==> config.mk <==
export PLATFORM = sky130hd
export DESIGN_NAME = seed_key_access_gate
export DESIGN_NICKNAME = d
export VERILOG_FILES = /design/src/hw/rtl/skag_pkg.sv /design/src/hw/rtl/seed_key_access_gate.sv
export SDC_FILE = /design/constraint.sdc
export NUM_CORES = 1
export LEC_CHECK = 0
export BUFFER_PORTS_ARGS = -buffer_cell sky130_fd_sc_hd__buf_2
export CORE_UTILIZATION = 30
export CTS_CLUSTER_DIAMETER = 60
export DETAILED_ROUTE_END_ITERATION = 7
export GPL_TIMING_DRIVEN = 0
export PLACE_DENSITY = 0.46
export SYNTH_ARGS = -nofsm -noshare
export SYNTH_HDL_FRONTEND = slang
export SYNTH_SLANG_ARGS = --single-unit
==> constraint.sdc <==
create_clock -name i_clk -period 9.4 [get_ports i_clk]
set_input_delay 0.47 -clock i_clk [delete_from_list [all_inputs] [get_ports i_clk]]
set_output_delay 0.47 -clock i_clk [all_outputs]
set_load 0.01 [all_outputs]
==> src/hw/rtl/skag_pkg.sv <==
// Package for the seed/key access gate: payload structs, response codes,
// register indexes and security state constants. No dependencies.

package skag_pkg;

    // Configuration register indexes
    localparam logic [2:0] REG_SEED_ONE   = 3'd0;
    localparam logic [2:0] REG_SEED_THREE = 3'd1;
    localparam logic [2:0] REG_SEED_FIVE  = 3'd2;
    localparam logic [2:0] REG_SEED_SEVEN = 3'd3;
    localparam logic [2:0] REG_KEY_ONE    = 3'd4;
    localparam logic [2:0] REG_KEY_TWO    = 3'd5;
    localparam logic [2:0] REG_KEY_THREE  = 3'd6;
    localparam logic [2:0] REG_KEY_FOUR   = 3'd7;

    localparam int unsigned CFG_IDX_W  = 3;
    localparam int unsigned CFG_DATA_W = 64;

    // Response codes
    localparam logic [2:0] RC_OK          = 3'd0;
    localparam logic [2:0] RC_LENGTH      = 3'd1;
    localparam logic [2:0] RC_UNSUPPORTED = 3'd2;
    localparam logic [2:0] RC_SEQUENCE    = 3'd3;
    localparam logic [2:0] RC_BAD_KEY     = 3'd4;
    localparam logic [2:0] RC_DELAY       = 3'd5;

    // Security state constants
    localparam logic [7:0] LOCKOUT        = 8'hFF;
    localparam logic [8:0] TRY_STEP       = 9'h010;
    localparam logic [8:0] TRY_LIMIT      = 9'h030;
    localparam logic [7:0] TOP_SEED_LEVEL = 8'h07;
    localparam logic [7:0] TOP_KEY_LEVEL  = 8'h08;

    typedef struct packed {
        logic [7:0]  sub_function;
        logic [11:0] message_length;
        logic [63:0] key_bytes;
    } t_req;

    typedef struct packed {
        logic        accepted;
        logic [7:0]  echo_level;
        logic        seed_valid;
        logic [63:0] seed_value;
        logic [2:0]  response_code;
        logic [7:0]  access_state;
    } t_rsp;

endpackage

==> src/hw/rtl/seed_key_access_gate.sv <==
// Seed/key security access gate, top level.
// Depends on skag_pkg for payload structs, codes and constants.

// Usage
//   Requests arrive on i_in_valid / i_in_data and are taken at an edge where
//   o_in_stall is low. Each request gives exactly one response on
//   o_out_valid / o_out_data, taken at an edge where i_out_stall is low.
//   A request lands in the input register; from there it is decided against
//   the security state and the result loads the result register. Throughput
//   is one request per cycle while the receiver does not stall; the limit is
//   the single read-modify-write of the security state register per decision.
//   When the receiver stalls, the result register holds and the input
//   register still takes one more request; o_in_stall rises only once both
//   are full, and falls in the same cycle the receiver releases.
//   The user writes the seed and key registers via i_cfg_wr_en, i_cfg_idx
//   and i_cfg_data while the block is idle (not enforced); no read-back.
//   Reset (synchronous, i_rst_n low) empties both registers, clears the
//   security state to zero (locked, no level) and clears all seeds and keys.

module seed_key_access_gate
    import skag_pkg::*;
(
    input  logic                  i_clk,
    input  logic                  i_rst_n,
    input  logic                  i_in_valid,
    output logic                  o_in_stall,
    input  t_req                  i_in_data,
    output logic                  o_out_valid,
    input  logic                  i_out_stall,
    output t_rsp                  o_out_data,
    input  logic                  i_cfg_wr_en,
    input  logic [CFG_IDX_W-1:0]  i_cfg_idx,
    input  logic [CFG_DATA_W-1:0] i_cfg_data
);

    logic        r_in_valid;
    t_req        r_in;
    logic        r_out_valid;
    t_rsp        r_out;
    logic [7:0]  r_state;
    logic [7:0]  n_state;
    logic [63:0] r_seed [4];
    logic [63:0] r_key  [4];

    logic        w_out_load;
    logic        w_adv;
    logic        w_in_take;
    t_rsp        n_out;

    logic        w_odd;
    logic [8:0]  w_next_level;
    logic        w_in_seq;
    logic [8:0]  w_bump_sum;
    logic [7:0]  w_bump;
    logic [1:0]  w_key_slot;
    logic        w_key_ok;

    // Handshake: result register loads when empty or being drained
    assign w_out_load = !r_out_valid || !i_out_stall;
    assign w_adv      = r_in_valid && w_out_load;
    assign o_in_stall = r_in_valid && !w_out_load;
    assign w_in_take  = i_in_valid && !o_in_stall;

    // Configuration writes
    always_ff @(posedge i_clk) begin
        if (!i_rst_n) begin
            for (int i = 0; i < 4; i++) begin
                r_seed[i] <= '0;
                r_key[i]  <= '0;
            end
        end else if (i_cfg_wr_en) begin
            unique case (i_cfg_idx)
                REG_SEED_ONE:   r_seed[0] <= i_cfg_data;
                REG_SEED_THREE: r_seed[1] <= i_cfg_data;
                REG_SEED_FIVE:  r_seed[2] <= i_cfg_data;
                REG_SEED_SEVEN: r_seed[3] <= i_cfg_data;
                REG_KEY_ONE:    r_key[0]  <= i_cfg_data;
                REG_KEY_TWO:    r_key[1]  <= i_cfg_data;
                REG_KEY_THREE:  r_key[2]  <= i_cfg_data;
                REG_KEY_FOUR:   r_key[3]  <= i_cfg_data;
                default: ;
            endcase
        end
    end

    // Helpers for the decision
    assign w_odd        = r_in.sub_function[0];
    assign w_next_level = {1'b0, r_state} + 9'd1;
    assign w_in_seq     = ({1'b0, r_in.sub_function} == w_next_level);
    assign w_bump_sum   = {1'b0, r_state} + TRY_STEP;
    assign w_bump       = (w_bump_sum >= TRY_LIMIT) ? LOCKOUT : w_bump_sum[7:0];
    // even levels 0,2 -> slot 0; 4 -> 1; 6 -> 2; 8 -> 3
    assign w_key_slot   = (r_in.sub_function[3:1] == 3'd0) ? 2'd0
                        : 2'(r_in.sub_function[3:1] - 3'd1);
    assign w_key_ok     = (r_in.sub_function <= TOP_KEY_LEVEL)
                        && (r_key[w_key_slot] == r_in.key_bytes);

    // Decision, checks in priority order
    always_comb begin
        n_state             = r_state;
        n_out.accepted      = 1'b0;
        n_out.echo_level    = r_in.sub_function;
        n_out.seed_valid    = 1'b0;
        n_out.seed_value    = '0;
        n_out.response_code = RC_OK;
        if (r_in.message_length == 12'd0 || (!w_odd && r_in.message_length < 12'd2)) begin
            n_out.response_code = RC_LENGTH;
        end else if (w_odd && r_in.sub_function > TOP_SEED_LEVEL) begin
            n_out.response_code = RC_UNSUPPORTED;
        end else if (r_state == LOCKOUT) begin
            n_out.response_code = RC_DELAY;
        end else if (w_odd) begin
            if (w_in_seq) begin
                n_out.accepted   = 1'b1;
                n_out.seed_valid = 1'b1;
                n_out.seed_value = r_seed[r_in.sub_function[2:1]];
                n_state          = w_next_level[7:0];
            end else begin
                n_out.response_code = (r_in.sub_function < r_state) ? RC_UNSUPPORTED
                                                                     : RC_SEQUENCE;
                n_state             = w_bump;
            end
        end else begin
            if (w_key_ok && w_in_seq) begin
                n_out.accepted = 1'b1;
                n_state        = w_next_level[7:0];
            end else begin
                n_out.response_code = RC_BAD_KEY;
                n_state             = w_bump;
            end
        end
        n_out.access_state = n_state;
    end

    // Control registers
    always_ff @(posedge i_clk) begin
        if (!i_rst_n) begin
            r_in_valid  <= 1'b0;
            r_out_valid <= 1'b0;
            r_state     <= '0;
        end else begin
            if (w_in_take) begin
                r_in_valid <= 1'b1;
            end else if (w_adv) begin
                r_in_valid <= 1'b0;
            end
            if (w_out_load) begin
                r_out_valid <= r_in_valid;
            end
            if (w_adv) begin
                r_state <= n_state;
            end
        end
    end

    // Payload registers
    always_ff @(posedge i_clk) begin
        if (w_in_take) begin
            r_in <= i_in_data;
        end
        if (w_adv) begin
            r_out <= n_out;
        end
    end

    assign o_out_valid = r_out_valid;
    assign o_out_data  = r_out;

    // Lockout is sticky until reset
    a_lockout_sticky: assert property (@(posedge i_clk) disable iff (!i_rst_n)
        r_state == LOCKOUT |=> r_state == LOCKOUT)
        else $error("security state left lockout");

    // State moves only when a request is decided
    a_state_hold: assert property (@(posedge i_clk) disable iff (!i_rst_n)
        !w_adv |=> $stable(r_state))
        else $error("security state changed without a decision");

    // A positive response carries code ok, and a seed only with success
    a_accept_code: assert property (@(posedge i_clk) disable iff (!i_rst_n)
        o_out_valid && o_out_data.accepted |-> o_out_data.response_code == RC_OK)
        else $error("accepted response with non-ok code");

    a_seed_accept: assert property (@(posedge i_clk) disable iff (!i_rst_n)
        o_out_valid && o_out_data.seed_valid |-> o_out_data.accepted)
        else $error("seed returned on a negative response");

    // Decided response reports the state it left behind
    a_state_report: assert property (@(posedge i_clk) disable iff (!i_rst_n)
        w_adv |=> o_out_data.access_state == r_state)
        else $error("reported state differs from stored state");

endmodule

* Yosys cells after proc, flatten, opt, wreduce, memory -nomap -nowiden
Memories as Yosys holds them, arrays and structs flattened. A register that Yosys moved wholly into a read port is not among the register bits.
Cells that the tools add are included.
W data, S select, Z words.
** Word-level totals
- Bits in registers :: 179
- Bits in writable memories :: 512
- Input port bits :: 156
- Output and inout port bits :: 87
- Logic and storage cells :: 127
- Memories :: 2
** Memories
- r_key :: words 4, bits a word 64, read ports 1, clocked after memory_dff 0, write ports 4, line seed_key_access_gate.sv:43 : logic [63:0] r_key [4];
- r_seed :: words 4, bits a word 64, read ports 1, clocked after memory_dff 1, write ports 4, line seed_key_access_gate.sv:42 : logic [63:0] r_seed [4];
** Cells by class
- Add/sub/neg operators :: 3
- $lt $le $gt $ge :: 5
- Equality and inequality tests :: 10
- Muxes and demuxes :: 62
- Bitwise operators :: 10
- Reductions and logical operators :: 22
** Operator list (number)
- $mux W64 :: 8
- $mux W65 :: 1
- $eq A64 B64 Y1 :: 1
- $mux W8 :: 7
- $mux W1 :: 39
- $eq A3 B3 Y1 const B :: 4
- $logic_not A12 Y1 :: 1
- $lt A12 B2 Y1 const B :: 1
- $add A8 B1 Y9 const B :: 1
- $add A8 B5 Y9 const B :: 1
- $eq A8 B9 Y1 :: 1
- $ge A9 B6 Y1 const B :: 1
- $mux W3 :: 3
- $eq A8 B8 Y1 const B :: 1
- $gt A8 B3 Y1 const B :: 1
- $le A8 B4 Y1 const B :: 1
- $lt A8 B8 Y1 :: 1
- $mux W2 :: 4
- $or A1 B1 Y1 :: 8
- $logic_and A1 B1 Y1 :: 7
- $eq A3 B2 Y1 const B :: 2
- $logic_not A3 Y1 :: 2
- $logic_not A1 Y1 :: 5
- $reduce_or A5 Y1 :: 1
- other kinds (8) :: 10

* Logic depth before layout (Yosys ltp)
An unclocked memory read counts as a cell.
- Depth in word-level cells :: 11
- Depth in mapped cells :: 17
- Depth with buffers taken out :: 12

* Worst setup path before layout
No wires, ideal clock.
- Path type :: input to register
- Start point :: in i_cfg_idx[2]
- End point :: mem r_seed[0][0] (enable)
- Setup time :: 582 ps
- Data arrival time :: 5377 ps
- Data required time :: 8818 ps
- Slack :: 3442 ps
- Stages :: 2
- Path buffers :: 0
- Path through :: nand2b_1 o31ai_1
** RTL lines
- start: declaration :: line seed_key_access_gate.sv:32 : input logic [CFG_IDX_W-1:0] i_cfg_idx,
- end: declaration :: line seed_key_access_gate.sv:42

* Worst setup path in the final report
- Start point :: reg r_in, in the netlist n_out[77]
- End point :: reg r_out, in the netlist o_out_data[74] (data pin)
** On the way
- Cells in the longest elaborated chain, start to end :: 3
- Elaborated cells between the ends (all ways) :: 5
- Those cells by class :: order compare (1); eq/ne (1); bitwise (1); reduce/logical (2)
** RTL lines
- start: declaration :: line seed_key_access_gate.sv:37 : t_req r_in;
- start signal: assignment :: line seed_key_access_gate.sv:159 : r_in <= i_in_data;
- $gt A8 B3 Y1 / $eq A8 B9 Y1 (equally long branches) :: line seed_key_access_gate.sv:108, seed_key_access_gate.sv:89
- $logic_and A1 B1 Y1 / $not A1 Y1 (equally long branches)
- $reduce_or A5 Y1 (no line) *
- end signal: assignment :: line seed_key_access_gate.sv:162 : r_out <= n_out;
- end: declaration :: line seed_key_access_gate.sv:39 : t_rsp r_out;
Every way passes the cells marked *; elsewhere a longest branch is shown, timed or not.
A chain may end at the register's enable or synchronous reset.

==> results.py <==
metrics = {
    "drt": {
        "drc_errors": 0,
        "dr.pass1.iters": 6,
        "met2_length_um": 53800,
        "wl_met1_um": 47000,
        "routed_via_density": 5.03,
        "wirelength_um": 113000,
        "wl_per_cell_um": 27.8,
        "ant_nets": 0,
        "drtIter0Drc": 1692,
        "wl_met3_um": 7940,
        "num_vias": 20455,
        "top_layer_used": "met5",
    },
    "global_routing": {
        "grt_pass1_vias": 20750,
        "grt_max_degree": 55,
        "antenna_found_initial": 8,
        "grt_pass1_wl_um": 156000,
        "overflow": 0,
        "grt_use_total_pct": 21.5,
    },
    "cells_and_area": {
        "final_cell_mix": "edfxtp_1 (681), and2_1 (513), buf_2 (264)",
        "drive_above_1_share_pct": 20.6,
        "syn2layout_area_growth_pct": 24.3,
        "layout.cells.non_filler": 4063,
        "nets": 2789,
        "ff_latch_area_sq_mm": 0.0207,
        "layout_commonest_cell": "edfxtp_1",
        "multiInputGateArea_sq_mm": 0.00960,
        "nFillCells": 9931,
    },
    "worst_hold_path": {
        "hold_path_class": "in2reg",
        "hold_start": "i_in_data[14]",
        "hold_depth": 1,
        "min_to": "r_in[14]",
    },
    "logic_synthesis": {
        "synth_simple_gate_area_share_pct": 16.0,
        "syn_nets": 2347,
        "synth_top_family_by_area": "simple AND/OR/NAND/NOR gates",
        "syn_area_sq_mm": 0.0310,
        "synth_xor_area_share_pct": 0.593,
        "async_flop_share_pct": 0,
        "synth_compound_area_share_pct": 6.40,
        "yosys.area_share.adder_pct": 0.484,
        "synth_edf_count": 681,
        "synthCells": 2179,
        "ys_seq_area_share_pct": 66.7,
        "yosys.cell_types.count": 76,
        "yosysWarnings": 0,
        "synth_mux_area_share_pct": 7.03,
        "synth_seq_cells": 693,
        "syn_avg_cell_area_sq_um": 14.2,
        "synth-main-ff-cell": "edfxtp_1",
    },
    "critical_path": {
        "crit_top_cell": "buf_2",
        "worstPathCellList": "buf_2, buf_2, buf_2, buf_2, buf_1, xor2_1, nor2_1, nand4_1, a2111oi_0, nand2_1, inv_1, clkbuf_1, clkbuf_1, and3_1",
        "crit_path_top_delay_cell": "a2111oi_0",
        "reg2reg_depth": 14,
        "crit_fanout": 10,
        "rrSetupSlack_ns": 2.41,
        "setup.worst_path.class": "reg2reg",
        "worst_r2r_endpoint": "o_out_data[74]",
        "critPathLaunchType": "register",
        "worstPathRequired_ns": 9.87,
        "endpoint_kind": "register",
        "r2r_start": "n_out[77]",
        "crit_arrival_ns": 7.46,
        "cpPeakStageDelay_ns": 0.96,
    },
    "timing": {
        "rsz0062_at_grt": "no",
        "timing.final.hold_violations": 0,
        "slew-limit-headroom_pct": 8.23,
        "tightestPinTransition_ns": 1.34,
        "fin_worst_skew_ns": 0.0365,
        "finalCritPeriodShare_pct": 74.4,
        "period_needed_ns": 6.99,
        "finalSetupViolCount": 0,
        "slew_viol_final": 0,
        "max_freq_mhz": 143,
    },
    "placed_design": {
        "place_inst": 3830,
        "port_buffers": 242,
        "place_congestion": 0.954,
        "dp_hpwl_um": 82000,
    },
    "job": {
        "cap_violations": 0,
    },
    "die": {
        "die_h_um": 324,
        "chipWidth_um": 324,
        "fp.coreArea_sq_mm": 0.102,
        "io-pin-count": 243,
        "fp-row-count": 117,
        "die-area_sq_mm": 0.105,
        "start_util_pct": 30.4,
    },
    "pwr": {
        "switching_share_pct": 24.6,
        "power.density_mw_per_mm2": 202,
        "p_int_mw": 5.86,
        "p_comb_share_pct": 9.3,
        "power_frac_clock_pct": 43.5,
        "leakagePower_nw": 14.3,
        "switching_power_mw": 1.92,
        "peakVddDrop_uv": 143,
        "design_power_total_mw": 7.77,
        "seqPwrFrac_pct": 47.2,
    },
    "clock_tree": {
        "insertion_delay_ns": 0.67,
        "root_buffer": "clkbuf_16",
        "cts-resized-gates": 0,
        "clk_pin_slew_ns": 0.06,
        "hold_buffers": 72,
        "cts_max_level": 3,
        "cts_setup_buffers": 0,
        "numCtsBuffers": 85,
        "cts_buffer_depth": 3,
        "cts_tree": "done",
        "cts_sinks": 693,
    },
    "run_status": {
        "outcome": "complete, no violations",
    },
}
[layout make-up]
cell class	count	area share (%)
antenna	2	0.0130
multi-input combinational	1275	24.9
timing repair buffer	355	7.35
clock inverter	57	1.53
buffer	137	1.55
clock buffer	102	5.90
sequential	693	53.6
inverter	74	0.733
tap	1368	4.44
[power groups by stage]
stage	combinational, mW	clock (mW)	sequential (mW)
after floorplan	0.345	0	3.72
after global routing	0.766	3.56	3.69
final	0.724	3.38	3.67
after global placement	0.646	0	3.78
after detailed placement	0.702	0	3.74
after CTS	0.728	3.44	3.67
[synth_stat cells, drive strengths merged (13+ instances only)]
cell type | instances | area, sq um
edfxtp | 681 | 20400
and2 | 513 | 3210
clkbuf | 100 | 375
and3 | 76 | 475
inv | 73 | 274
mux4 | 64 | 1440
mux2i | 56 | 561
a21oi | 44 | 220
o21ai | 43 | 215
nand2 | 39 | 146
nor2 | 38 | 143
buf | 37 | 223
nand3 | 34 | 170
o22ai | 34 | 213
nand2b | 25 | 156
nor3 | 25 | 125
o221ai | 24 | 210
mux2 | 16 | 180
nor2b | 15 | 93.8
nor3b | 13 | 103
[routing by layer]
metal	up-vias	track usage [%]
li1	9094	-
met1	10344	27.8
met2	816	35.2
met3	199	4.52
met4	2	8.82
met5	-	0
[per-stage QoR]
stage	hold slack (ns)	setup slack [ns]	utilization [%]	area [sq um]	setup TNS [ns]
finish	0.0428	2.41	37.8	38600	0
global route	0.0116	2.28	37.8	38600	0
floorplan	0.472	3.44	-	31000	0
detailed placement	0.518	2.46	34.2	35000	0
CTS	0.0000538	2.44	37.8	38600	0
global placement	0.495	-2.06	33.2	34000	-839.17
[registers in the layout, summed over array words and instances (netlist names), named ones only]
name	flops
o_out_valid	1
r_in	76
r_state	8
r_seed	256
o_out_data	85
r_in_valid	1
n_out	8
r_key	256
[logic make-up after synthesis]
group / count (synthesis)
AOI/OAI and AO/OA: 279
and+or+nand+nor: 827
buffers and inverters: 211
adders and majority gates: 12
xor gates and xnor gates: 21
muxes: 136
DFF: 693
[critical path, delay by kind of cell, from the launching register on]
kind / cells / cell delay, ns
DFF: 1 / 0.55
and+or+nand+nor: 4 / 0.87
xor gates and xnor gates: 1 / 0.13
buffers and inverters: 8 / 4.21
AOI/OAI and AO/OA: 1 / 0.96
[worst max-delay path by stage]
stage / depth (start not counted) / from / endpoint
CTS: 14 / n_out[77] / o_out_data[74]
global route: 14 / n_out[77] / o_out_data[74]
detailed placement: 14 / n_out[77] / o_out_data[74]
finish: 14 / n_out[77] / o_out_data[74]
floorplan: 2 / i_cfg_idx[2] / r_seed[0][0]
global placement: 3 / i_cfg_idx[2] / r_seed[0][32]
No activity file was read; power rests on OpenSTA's default activity.
